## src/rtl/core/ahp_pkg.sv

```systemverilog
// ----------------------------------------------------------------------------
// ahp_pkg: shared widths and register indexes for the altitude hold PID
// Field widths, accumulator sizing and configuration register codes.
// ----------------------------------------------------------------------------
package ahp_pkg;

    localparam int TGT_W    = 14;
    localparam int MEAS_W   = 17;
    localparam int VEL_W    = 16;
    localparam int DT_W     = 16;
    localparam int TOG_W    = 8;
    localparam int GAIN_W   = 16;
    localparam int THR_W    = 16;
    localparam int ERR_W    = 18;
    localparam int INT_W    = 29;
    localparam int PROD_W   = ERR_W + DT_W;
    localparam int ISUM_W   = PROD_W + 2;
    localparam int ACC_W    = 52;
    localparam int FRAC_SH  = 16;
    localparam int RND_SH   = 25;
    localparam int Q_W      = ACC_W - RND_SH;
    localparam int CNT_W    = $clog2(GAIN_W);

    localparam int S_DATA_W = 72;
    localparam int M_DATA_W = 16;
    localparam int M_USER_W = 2;
    localparam int CFG_IDX_W = 3;
    localparam int CFG_DAT_W = 16;

    typedef enum logic [CFG_IDX_W-1:0] {
        REG_P_GAIN   = 3'd0,
        REG_I_GAIN   = 3'd1,
        REG_D_GAIN   = 3'd2,
        REG_DEADBAND = 3'd3,
        REG_HOVER    = 3'd4,
        REG_INT_LIM  = 3'd5
    } cfg_reg_t;

    localparam logic [GAIN_W-1:0]       P_GAIN_RST   = 16'd16777;
    localparam logic [GAIN_W-1:0]       I_GAIN_RST   = 16'd3355;
    localparam logic [GAIN_W-1:0]       D_GAIN_RST   = 16'd13422;
    localparam logic [GAIN_W-1:0]       DEADBAND_RST = 16'd100;
    localparam logic signed [THR_W-1:0] HOVER_RST    = 16'sd10682;
    localparam logic [GAIN_W-1:0]       INT_LIM_RST  = 16'd2000;

    localparam logic signed [THR_W-1:0] THR_MAX = 16'sh7FFF;
    localparam logic signed [THR_W-1:0] THR_MIN = -16'sh8000;

endpackage

```

## src/rtl/core/altitude_hold_pid.sv

```systemverilog
// ----------------------------------------------------------------------------
// altitude_hold_pid: altitude hold PID controller with deadband and clamp
// Bit-serial shift-add datapath computing err*dt, the clamped integral and
// the P + I - D sum, rounded and saturated to a Q1.15 throttle.
// ----------------------------------------------------------------------------
//  channel   ports                        contents
//  input     s_tvalid/s_tready/s_tdata    target, measured, velocity, dt, toggle
//  result    m_tvalid/m_tready/m_tdata    throttle; m_tuser = enabled, deadband
//  config    cfg_we/cfg_index/cfg_wdata   gains, deadband, hover, integral limit
//
//  Disabled or deadband ticks pass from accept through ST_EVAL and ST_PUSH to the result.
//  Active ticks run four 16-step shift-add multiplies on one adder.
//  One transaction in flight; the next is taken once the result is registered.
//  Reset loads default registers, clears the integral, enable and toggle.
//  A stalled result holds in the output register while the next input is taken.
// ----------------------------------------------------------------------------
module altitude_hold_pid
    import ahp_pkg::*;
(
    input  logic                  aclk,
    input  logic                  aresetn,
    input  logic                  s_tvalid,
    output logic                  s_tready,
    // [13:0] target_altitude, [30:14] measured_altitude, [46:31] vertical_velocity,
    // [62:47] step_time, [70:63] toggle_count, [71] zero
    input  logic [S_DATA_W-1:0]   s_tdata,
    output logic                  m_tvalid,
    input  logic                  m_tready,
    // [15:0] throttle
    output logic [M_DATA_W-1:0]   m_tdata,
    // [0] enabled, [1] in_deadband
    output logic [M_USER_W-1:0]   m_tuser,
    input  logic                  cfg_we,
    input  logic [CFG_IDX_W-1:0]  cfg_index,
    input  logic [CFG_DAT_W-1:0]  cfg_wdata
);

    typedef enum logic [3:0] {
        ST_IDLE, ST_EVAL, ST_MUL_DT, ST_INTEG, ST_MUL_P, ST_MUL_I, ST_MUL_D, ST_ROUND,
        ST_PUSH
    } state_t;

    state_t state_reg;

    logic [GAIN_W-1:0]       p_gain_reg, i_gain_reg, d_gain_reg, deadband_reg, int_lim_reg;
    logic signed [THR_W-1:0] hover_reg;

    logic [TGT_W-1:0]         tgt_reg;
    logic signed [MEAS_W-1:0] meas_reg;
    logic signed [VEL_W-1:0]  vel_reg;
    logic [DT_W-1:0]          dt_reg;
    logic [TOG_W-1:0]         last_tog_reg;
    logic                     enable_reg;
    logic signed [INT_W-1:0]  integ_reg;

    logic signed [ACC_W-1:0]  acc_reg;
    logic signed [ACC_W-1:0]  mcand_reg;
    logic [GAIN_W-1:0]        mplier_reg;
    logic [CNT_W-1:0]         cnt_reg;
    logic                     sub_reg;

    logic signed [THR_W-1:0]  res_thr_reg;
    logic                     res_en_reg, res_db_reg;
    logic                     m_tvalid_reg;
    logic [M_DATA_W-1:0]      m_tdata_reg;
    logic [M_USER_W-1:0]      m_tuser_reg;

    logic                     s_fire;
    logic [TOG_W-1:0]         s_tog;
    logic signed [ERR_W-1:0]  err;
    logic [ERR_W-1:0]         mag;
    logic                     in_db;
    logic signed [ACC_W-1:0]  addend;
    logic                     mul_last;
    logic signed [ISUM_W-1:0] isum;
    logic [INT_W-1:0]         lim;
    logic signed [ISUM_W-1:0] lim_pos, lim_neg;
    logic signed [INT_W-1:0]  integ_clamped;
    logic signed [ACC_W-1:0]  rsum;
    logic signed [Q_W-1:0]    q;
    logic signed [THR_W-1:0]  q_sat;
    logic                     out_free;

    assign s_tready = (state_reg == ST_IDLE);
    assign s_fire   = s_tvalid && s_tready;
    assign s_tog    = s_tdata[70:63];
    assign out_free = !m_tvalid_reg || m_tready;

    always_comb begin
        err = $signed({{(ERR_W-TGT_W){1'b0}}, tgt_reg})
            - $signed({{(ERR_W-MEAS_W){meas_reg[MEAS_W-1]}}, meas_reg});
        mag = err[ERR_W-1] ? ERR_W'(-err) : ERR_W'(err);
        in_db = mag < {{(ERR_W-GAIN_W){1'b0}}, deadband_reg};

        addend   = mplier_reg[0] ? (sub_reg ? -mcand_reg : mcand_reg) : '0;
        mul_last = (cnt_reg == CNT_W'(GAIN_W - 1));

        isum = $signed({{(ISUM_W-INT_W){integ_reg[INT_W-1]}}, integ_reg})
             + $signed({{(ISUM_W-PROD_W){acc_reg[PROD_W-1]}}, acc_reg[PROD_W-1:0]});
        lim = (int_lim_reg[15:12] != '0) ? {1'b0, {(INT_W-1){1'b1}}}
                                         : {1'b0, int_lim_reg[11:0], {FRAC_SH{1'b0}}};
        lim_pos = $signed({{(ISUM_W-INT_W){1'b0}}, lim});
        lim_neg = -lim_pos;
        if (isum > lim_pos) begin
            integ_clamped = INT_W'(lim_pos);
        end else if (isum < lim_neg) begin
            integ_clamped = INT_W'(lim_neg);
        end else begin
            integ_clamped = INT_W'(isum);
        end

        rsum = acc_reg + (ACC_W'(1) <<< (RND_SH - 1));
        q    = rsum[ACC_W-1:RND_SH];
        if (q > Q_W'(THR_MAX)) begin
            q_sat = THR_MAX;
        end else if (q < Q_W'(THR_MIN)) begin
            q_sat = THR_MIN;
        end else begin
            q_sat = THR_W'(q);
        end
    end

    always_ff @(posedge aclk) begin
        if (!aresetn) begin
            state_reg    <= ST_IDLE;
            p_gain_reg   <= P_GAIN_RST;
            i_gain_reg   <= I_GAIN_RST;
            d_gain_reg   <= D_GAIN_RST;
            deadband_reg <= DEADBAND_RST;
            hover_reg    <= HOVER_RST;
            int_lim_reg  <= INT_LIM_RST;
            last_tog_reg <= '0;
            enable_reg   <= 1'b0;
            integ_reg    <= '0;
            m_tvalid_reg <= 1'b0;
        end else begin
            if (cfg_we) begin
                case (cfg_index)
                    REG_P_GAIN:   p_gain_reg   <= cfg_wdata;
                    REG_I_GAIN:   i_gain_reg   <= cfg_wdata;
                    REG_D_GAIN:   d_gain_reg   <= cfg_wdata;
                    REG_DEADBAND: deadband_reg <= cfg_wdata;
                    REG_HOVER:    hover_reg    <= $signed(cfg_wdata);
                    REG_INT_LIM:  int_lim_reg  <= cfg_wdata;
                    default: ;
                endcase
            end

            if (state_reg == ST_PUSH && out_free) begin
                m_tvalid_reg <= 1'b1;
                m_tdata_reg  <= res_thr_reg;
                m_tuser_reg  <= {res_db_reg, res_en_reg};
            end else if (m_tready) begin
                m_tvalid_reg <= 1'b0;
            end

            case (state_reg)
                ST_IDLE: begin
                    if (s_fire) begin
                        tgt_reg      <= s_tdata[13:0];
                        meas_reg     <= $signed(s_tdata[30:14]);
                        vel_reg      <= $signed(s_tdata[46:31]);
                        dt_reg       <= s_tdata[62:47];
                        last_tog_reg <= s_tog;
                        if (s_tog != last_tog_reg) begin
                            enable_reg <= !enable_reg;
                        end
                        state_reg <= ST_EVAL;
                    end
                end
                ST_EVAL: begin
                    if (!enable_reg) begin
                        res_thr_reg <= '0;
                        res_en_reg  <= 1'b0;
                        res_db_reg  <= 1'b0;
                        state_reg   <= ST_PUSH;
                    end else if (in_db) begin
                        res_thr_reg <= hover_reg;
                        res_en_reg  <= 1'b1;
                        res_db_reg  <= 1'b1;
                        state_reg   <= ST_PUSH;
                    end else begin
                        acc_reg    <= '0;
                        mcand_reg  <= ACC_W'(err);
                        mplier_reg <= dt_reg;
                        sub_reg    <= 1'b0;
                        cnt_reg    <= '0;
                        state_reg  <= ST_MUL_DT;
                    end
                end
                ST_MUL_DT, ST_MUL_P, ST_MUL_I, ST_MUL_D: begin
                    acc_reg <= acc_reg + addend;
                    if (mul_last) begin
                        cnt_reg <= '0;
                        case (state_reg)
                            ST_MUL_DT: begin
                                state_reg <= ST_INTEG;
                            end
                            ST_MUL_P: begin
                                mcand_reg  <= ACC_W'(integ_reg);
                                mplier_reg <= i_gain_reg;
                                state_reg  <= ST_MUL_I;
                            end
                            ST_MUL_I: begin
                                mcand_reg  <= ACC_W'(vel_reg) <<< FRAC_SH;
                                mplier_reg <= d_gain_reg;
                                sub_reg    <= 1'b1;
                                state_reg  <= ST_MUL_D;
                            end
                            default: begin
                                state_reg <= ST_ROUND;
                            end
                        endcase
                    end else begin
                        mcand_reg  <= mcand_reg <<< 1;
                        mplier_reg <= mplier_reg >> 1;
                        cnt_reg    <= cnt_reg + CNT_W'(1);
                    end
                end
                ST_INTEG: begin
                    integ_reg  <= integ_clamped;
                    acc_reg    <= '0;
                    mcand_reg  <= ACC_W'(err) <<< FRAC_SH;
                    mplier_reg <= p_gain_reg;
                    state_reg  <= ST_MUL_P;
                end
                ST_ROUND: begin
                    res_thr_reg <= q_sat;
                    res_en_reg  <= 1'b1;
                    res_db_reg  <= 1'b0;
                    state_reg   <= ST_PUSH;
                end
                ST_PUSH: begin
                    if (out_free) begin
                        state_reg <= ST_IDLE;
                    end
                end
                default: begin
                    state_reg <= ST_IDLE;
                end
            endcase
        end
    end

    assign m_tvalid = m_tvalid_reg;
    assign m_tdata  = m_tdata_reg;
    assign m_tuser  = m_tuser_reg;

endmodule

```

## config.mk

```make
export PLATFORM = sky130hd
export DESIGN_NAME = altitude_hold_pid
export DESIGN_NICKNAME = d
export VERILOG_FILES = /design/src/rtl/core/ahp_pkg.sv /design/src/rtl/core/altitude_hold_pid.sv
export SDC_FILE = /design/constraint.sdc
export NUM_CORES = 1
export LEC_CHECK = 0
export BUFFER_PORTS_ARGS = -buffer_cell sky130_fd_sc_hd__buf_4
export CORE_MARGIN = 4
export CORE_UTILIZATION = 55
export CTS_CLUSTER_DIAMETER = 100
export DETAILED_ROUTE_END_ITERATION = 12
export PLACE_DENSITY = 0.73
export SETUP_SLACK_MARGIN = 0.05
export SLEW_MARGIN = 25
export SYNTH_ARGS = -nofsm -noshare
export SYNTH_HDL_FRONTEND = slang
export SYNTH_SLANG_ARGS = --single-unit
```

## constraint.sdc

```tcl
create_clock -name aclk -period 14.6 [get_ports aclk]
set_clock_uncertainty 0.15 [all_clocks]
set_input_delay 1.46 -clock aclk [delete_from_list [all_inputs] [get_ports aclk]]
set_output_delay 1.46 -clock aclk [all_outputs]
set_load 0.1 [all_outputs]
```

== Word-level counts from Yosys, hierarchy flattened ==
Cells that the tools add are included.

* Flip-flop bits (word level): 363
* Output and inout port bits: 20
* Logic and storage cells: 136

* $add $sub $neg: 8
* $lt $le $gt $ge: 5
* Equal/unequal tests: 23
* Muxes and demuxes: 46
* Reductions and logical operators: 29

{| class="wikitable"
|+ Operators by type and width
! operator !! count
|-
| $mux W52 || 7
|-
| $pmux W52 S3 || 2
|-
| $mux W16 || 7
|-
| $pmux W52 S2 || 1
|-
| $pmux W16 S2 || 2
|-
| $mux W29 || 2
|-
| $add A52 B26 Y52 const B || 1
|-
| $add A52 B52 Y52 || 1
|-
| $neg A52 Y52 || 1
|-
| $pmux W16 S3 || 1
|-
| $lt A35 B36 Y1 || 1
|-
| $neg A28 Y36 || 1
|-
| $add A29 B34 Y35 || 1
|-
| $gt A35 B29 Y1 || 1
|-
| $mux W4 || 8
|-
| $mux W28 || 1
|-
| $gt A27 B16 Y1 const B || 1
|-
| $lt A27 B16 Y1 const B || 1
|-
| $pmux W4 S6 || 1
|-
| $lt A18 B16 Y1 || 1
|-
| $mux W18 || 1
|-
| $neg A18 Y18 || 1
|-
| $sub A15 B17 Y18 || 1
|-
| $eq A4 B3 Y1 const B || 4
|-
| other kinds (30) || 62
|}

== Longest topological paths before layout ==
* Word-level depth: 7
* Depth in mapped cells: 26
* Mapped depth without buffers: 24

== Worst setup path before layout ==
OpenSTA, ideal clock, no wires.

* Path kind: flip-flop to flip-flop
* Start point: register meas_reg[1]
* End point: register mcand_reg[0] (enable)
* Data arrival time: 7,906 ps
* Setup slack: 6,012 ps
* Stages on the path, launching flop included: 21
* Buffers on the path: 0
* Clock period less this slack: 8,588 ps
* Cells stage by stage: edfxtp_1 -> inv_1 -> ha_1 -> nor2b_1 -> o21a_1 -> o211a_1 -> or4_1 -> a2111oi_2 -> o21ai_0 -> and4bb_2 -> a31oi_1 -> xnor2_1 -> ha_1 -> nand4_1 -> a211oi_1 -> a2111oi_0 -> o21bai_1 -> nor3_1 -> mux2_2 -> o21ai_1 -> nor4b_2

* Longest elaborated chain between the ends: 6

{| class="wikitable"
|+ RTL lines
! what !! line !! source
|-
| start: declaration || altitude_hold_pid.sv:49 || <nowiki>logic signed [MEAS_W-1:0] meas_reg;</nowiki>
|-
| start signal: assignment || altitude_hold_pid.sv:161 || <nowiki>meas_reg <= $signed(s_tdata[30:14]);</nowiki>
|-
| $sub A15 B17 Y18 (*) || altitude_hold_pid.sv:91 || <nowiki>- $signed({{(ERR_W-MEAS_W){meas_reg[MEAS_W-1]}}, meas_reg});</nowiki>
|-
| $neg A18 Y18 || altitude_hold_pid.sv:92 || <nowiki>mag = err[ERR_W-1] ? ERR_W'(-err) : ERR_W'(err);</nowiki>
|-
| $mux W18 (*) || altitude_hold_pid.sv:92 ||
|-
| $lt A18 B16 Y1 (*) || altitude_hold_pid.sv:93 || <nowiki>in_db = mag < {{(ERR_W-GAIN_W){1'b0}}, deadband_reg};</nowiki>
|-
| $ne A2 B2 Y1 (no source line) (*) || - ||
|-
| $reduce_and A5 Y1 (no source line) (*) || - ||
|-
| end signal: assignment || altitude_hold_pid.sv:184 || <nowiki>mcand_reg <= ACC_W'(err);</nowiki>
|-
| end signal: assignment || altitude_hold_pid.sv:200 || <nowiki>mcand_reg <= ACC_W'(integ_reg);</nowiki>
|-
| end signal: assignment || altitude_hold_pid.sv:205 || <nowiki>mcand_reg <= ACC_W'(vel_reg) <<< FRAC_SH;</nowiki>
|-
| end: declaration || altitude_hold_pid.sv:57 || <nowiki>logic signed [ACC_W-1:0] mcand_reg;</nowiki>
|}

Mark *: on every way between the ends. The rest lies on a longest branch, timed or not.
A chain may end at the register's enable or synchronous reset.

== Worst setup path after layout ==
* Start point: register meas_reg[0]
* End point: register mplier_reg[14] (enable)

* Longest elaborated chain between the ends: 6

{| class="wikitable"
|+ RTL lines
! what !! line !! source
|-
| $sub A15 B17 Y18 (*) || altitude_hold_pid.sv:91 ||
|-
| $neg A18 Y18 || altitude_hold_pid.sv:92 ||
|-
| $mux W18 (*) || altitude_hold_pid.sv:92 ||
|-
| $lt A18 B16 Y1 (*) || altitude_hold_pid.sv:93 ||
|-
| $ne A2 B2 Y1 (no source line) (*) || - ||
|-
| $reduce_and A5 Y1 (no source line) (*) || - ||
|-
| end signal: assignment || altitude_hold_pid.sv:185 || <nowiki>mplier_reg <= dt_reg;</nowiki>
|-
| end signal: assignment || altitude_hold_pid.sv:201 || <nowiki>mplier_reg <= i_gain_reg;</nowiki>
|-
| end signal: assignment || altitude_hold_pid.sv:206 || <nowiki>mplier_reg <= d_gain_reg;</nowiki>
|-
| end: declaration || altitude_hold_pid.sv:58 || <nowiki>logic [GAIN_W-1:0] mplier_reg;</nowiki>
|}

Marked as above.

==> flow_results.org <==
** Logic synthesis
- Synth top area cells :: sky130_fd_sc_hd__edfxtp_1 (28%), sky130_fd_sc_hd__dfxtp_1 (12%), sky130_fd_sc_hd__ha_1 (8.6%)
- Number of nets in the synthesized netlist :: 2956
- Counting flops and latches in the post-synthesis netlist gives 363.
- Average cell area after synthesis :: 8.98 um2
- The share of synthesized area in the top cell type comes to 0.278.
- In this run, synthesis inferred 224 flip-flops with an integrated enable.
- Synth cell count leaders :: sky130_fd_sc_hd__nand2_1 (361), sky130_fd_sc_hd__edfxtp_1 (224), sky130_fd_sc_hd__a21oi_1 (221)
- Post-synthesis cell type count :: 103
- In the post-synthesis netlist, the cell with the most instances is sky130_fd_sc_hd__nand2_1.
- For this run, the leading register cell type out of synthesis is sky130_fd_sc_hd__edfxtp_1.
- Yosys warning count :: 0
- The mapped netlist covers 24200 um2.
- The share of the Yosys chip area taken by registers is 0.394.
- In the synthesized netlist the async set-or-reset flop fraction comes to 0.
- Yosys top cell by area :: sky130_fd_sc_hd__edfxtp_1
- Cell count after synthesis :: 2690

** Clock tree
- CTS Root Buffer Type :: sky130_fd_sc_hd__clkbuf_16
- Clock-pin slew was measured on the worst setup and hold paths at 0.06 ns.
- TritonCTS created 41 clock buffers.
- For the worst-skew pair, the clock arrives at the later sink with an insertion delay of 0.60 ns.
- CTS HTree Levels :: 2
- For this design, the CTS-stage hold fixing added 0 buffers.
- No sink is reached through more buffers than the 3 on the longest clock path.
- Post-CTS setup repair buffer count :: 0
- For this design, the sink count on the clock tree is 363.
- TritonCTS built the clock tree.
- The number of gates resized after CTS was 0.

** Placed design
- Routability-driven placement finished with a final weighted congestion of 1.00.
- The wire-length estimate of the detail-placed layout is 51.9 mm.
- Count of buffers inserted at the top-level ports :: 114

** Routing
- Post-route ant nets :: 0
- DRC errors left :: 1
- Pre-Repair DR Iteration Count :: 10
- After detailed routing, the average wire length per cell comes to 21.1 um.
- Detailed routing inserted a total of 21014 vias.
- For this block, the routed nets add up to 70.9 mm of wire.
- For this block, the initial DRC count from the detailed router was 1863.
- Dividing the detail-routed via count by the number of cells gives 6.26.

** STA
- Setup violations remaining at the end of the flow were counted as 0.
- Setup repair after global routing left no endpoint under its margin.
- Timing would allow up to 140 MHz.
- At the pin with the least slew margin, the transition time is 1.08 ns.
- Accumulated negative setup slack :: 0 ns
- Of the available clock period, the critical path in the final layout requires 0.489.
- Headroom to the max-slew limit came out at 0.275.
- Counting I/O delays and the setup requirement, the final critical path takes 7.14 ns.
- Number of pins exceeding their max-slew limit in the final report :: 0
- The number of hold violations in the final report was 0.

** Min path
- The worst hold path begins at res_thr_reg[4].
- The min-delay analysis places its worst path in the category reg2reg.

** Critical path
- Critical path data required time :: 14.66 ns
- In this design, the stage delay of the slowest critical-path cell is 0.73 ns.
- Data on the critical path arrives at its endpoint at 7.20 ns.
- Launch point of the worst path :: meas_reg[0]
- Critical path fanouts, max :: 59
- Endpoint type of the worst setup path :: flip-flop
- The startpoint identified for the worst register-to-register timing path is meas_reg[0].
- Register-to-register setup slack :: 7.46 ns
- The worst setup path is of the reg2reg kind.
- STA classifies the critical path startpoint as a flip-flop.
- Slowest stage cell, crit path :: sky130_fd_sc_hd__buf_4
- Ordered cell list for the critical path :: ha_1 > fa_1 > nor2b_1 > o21ai_0 > a21boi_0 > o21a_1 > nor2_1 > xor2_1 > nand2_1 > nor3_1 > nand4_1 > nand2_1 > xnor2_1 > ha_1 > nand4_1 > a211oi_1 > a2111oi_0 > o21bai_1 > nor3_1 > mux2_2 > o21ai_1 > nor4b_4 > buf_4

** Finish
- The number of antenna diodes in the final layout is 0.
- After the last flow step, the layout net total stands at 3008.
- In the final layout, flip-flops and latches occupy 9510 um2.
- For this run, the share of the core covered by cells in the final layout is 0.619.
- Area growth from synthesis to layout :: 10.9%
- Ratio of cells with drive above 1 in the final layout :: 0.104
- In the final layout, the multi-input gates occupy 13800 um2.
- The layout has 3670 filler cells.

** Floorplanning
- DIE HEIGHT :: 218 um
- Number of I/O pins :: 116
- The floorplan step set the die width to 218 um.
- The initial utilization of the core area, before any placement, comes to 0.558.
- The initialized floorplan defines 76 standard-cell rows.
- The floorplan step defined a die boundary enclosing 47300 um2.
- Core area :: 43300 um2

** Global routing
- Number of antenna violations at the first check in global routing :: 0
- Remaining global-route overflow :: 0
- Total track usage :: 0.295
- The first global-routing pass estimated 111 mm of wire.
- Largest net degree at the start of global routing :: 86
- The via count of the first global-routing pass came to 20013.

** Status
- Run status :: finished with violations
- The checks that failed: design-rule violations.

** Power and ir drop
- VDD sags by at most 117 uV.
- Cell area power density :: 174 nW/um2
- In this run the static leakage power is 0.0103 uW.

** Job
- Maximum capacitance violations :: 0
## worst max-delay path: cells and delay by family, from the launching register on
| kind | cells | cell delay (ns) |
|---|---|---|
| AO/OA/AOI/OAI | 7 | 1.70 |
| XOR/XNOR | 2 | 0.67 |
| adder cells (fa/ha/maj) | 3 | 0.96 |
| buffers and inverters | 1 | 0.73 |
| flip-flops | 1 | 0.37 |
| multiplexers | 1 | 0.35 |
| AND/OR/NAND/NOR | 9 | 1.75 |
## layout make-up
cell class	count	area share
multi-input cells	2129	0.516
flip-flops and latches	363	0.355
clock buffers	51	0.0404
repair buffers	139	0.0389
well taps	585	0.0273
clock inverters	24	0.0129
inverters	68	0.00952
## stage by stage
stage | cells | cell area (um2) | power, uW | setup WS [ns] | hold slack (ns)
CTS | 3359 | 26800 | 4640 | 7.44 | 0.271
global placement | 3284 | 25400 | 3470 | 7.48 | 0.254
finish | 3359 | 26800 | 4660 | 7.46 | 0.268
floorplan | 2690 | 24200 | 3020 | 6.01 | 0.250
global route | 3359 | 26800 | 4940 | 6.81 | 0.282
detailed placement | 3284 | 25400 | 3520 | 7.46 | 0.255
## cells in the final DEF (no fill, tap or decap), types with 15 or more instances in the layout
cell / synthesis / routed
sky130_fd_sc_hd__nand4_1: 33 / 33
sky130_fd_sc_hd__or4_1: 18 / 18
sky130_fd_sc_hd__nor2b_1: 26 / 26
sky130_fd_sc_hd__xor2_1: 60 / 60
sky130_fd_sc_hd__nor2_1: 217 / 215
sky130_fd_sc_hd__a211oi_1: 22 / 22
sky130_fd_sc_hd__xnor2_1: 122 / 122
sky130_fd_sc_hd__o31ai_1: 17 / 17
sky130_fd_sc_hd__inv_1: 67 / 67
sky130_fd_sc_hd__nand2b_1: 29 / 29
sky130_fd_sc_hd__ha_1: 167 / 167
sky130_fd_sc_hd__o21ai_0: 157 / 156
sky130_fd_sc_hd__clkbuf_16: 0 / 41
sky130_fd_sc_hd__or2_2: 15 / 15
sky130_fd_sc_hd__nor3_1: 52 / 51
sky130_fd_sc_hd__mux2i_1: 36 / 36
sky130_fd_sc_hd__a21oi_1: 221 / 220
sky130_fd_sc_hd__a22oi_1: 27 / 27
sky130_fd_sc_hd__o21a_1: 21 / 20
sky130_fd_sc_hd__and3_1: 21 / 21
sky130_fd_sc_hd__dfxtp_1: 139 / 139
sky130_fd_sc_hd__nand3_1: 110 / 109
sky130_fd_sc_hd__nand2_1: 361 / 361
sky130_fd_sc_hd__o211ai_1: 38 / 38
sky130_fd_sc_hd__a31oi_1: 17 / 17
sky130_fd_sc_hd__a21o_1: 49 / 49
sky130_fd_sc_hd__edfxtp_1: 224 / 224
sky130_fd_sc_hd__and2_1: 65 / 65
sky130_fd_sc_hd__buf_4: 2 / 139
## cell families (layout without fill, tap and decap cells)
| group | count (synthesis) | after routing | share of synthesized area |
|---|---|---|---|
| AO/OA/AOI/OAI | 705 | 705 | 0.189 |
| flip-flops | 363 | 363 | 0.394 |
| multiplexers | 40 | 40 | 0.0168 |
| buffers and inverters | 198 | 282 | 0.0374 |
| adder cells (fa/ha/maj) | 170 | 170 | 0.0890 |
| XOR/XNOR | 182 | 182 | 0.0660 |
| AND/OR/NAND/NOR | 1032 | 1032 | 0.208 |
## per-layer routing
layer	share of wire	GRT usage	wire length, um
met2	0.45	0.471	31700
met3	0.093	0.0672	6610
met4	0.042	0.115	2970
met1	0.42	0.392	29600
met5	0	0	0
## report_power, final
group / internal, uW / leakage, uW / total [uW] / switching, uW
Sequential: 1350 / 0.00321 / 1510 / 161
Combinational: 770 / 0.00643 / 2030 / 1260
Clock: 660 / 0.000699 / 1110 / 453
Total: 2780 / 0.0103 / 4660 / 1880
## worst paths after layout
| check | endpoint | depth (start not counted) |
|---|---|---|
| setup / recovery | mplier_reg[14] | 23 |
| hold / removal | m_tdata[4] | 0 |
| setup reg to reg | mplier_reg[14] | 23 |
| hold reg to reg | m_tdata[4] | 0 |
No activity file was read; power rests on OpenSTA's default activity.
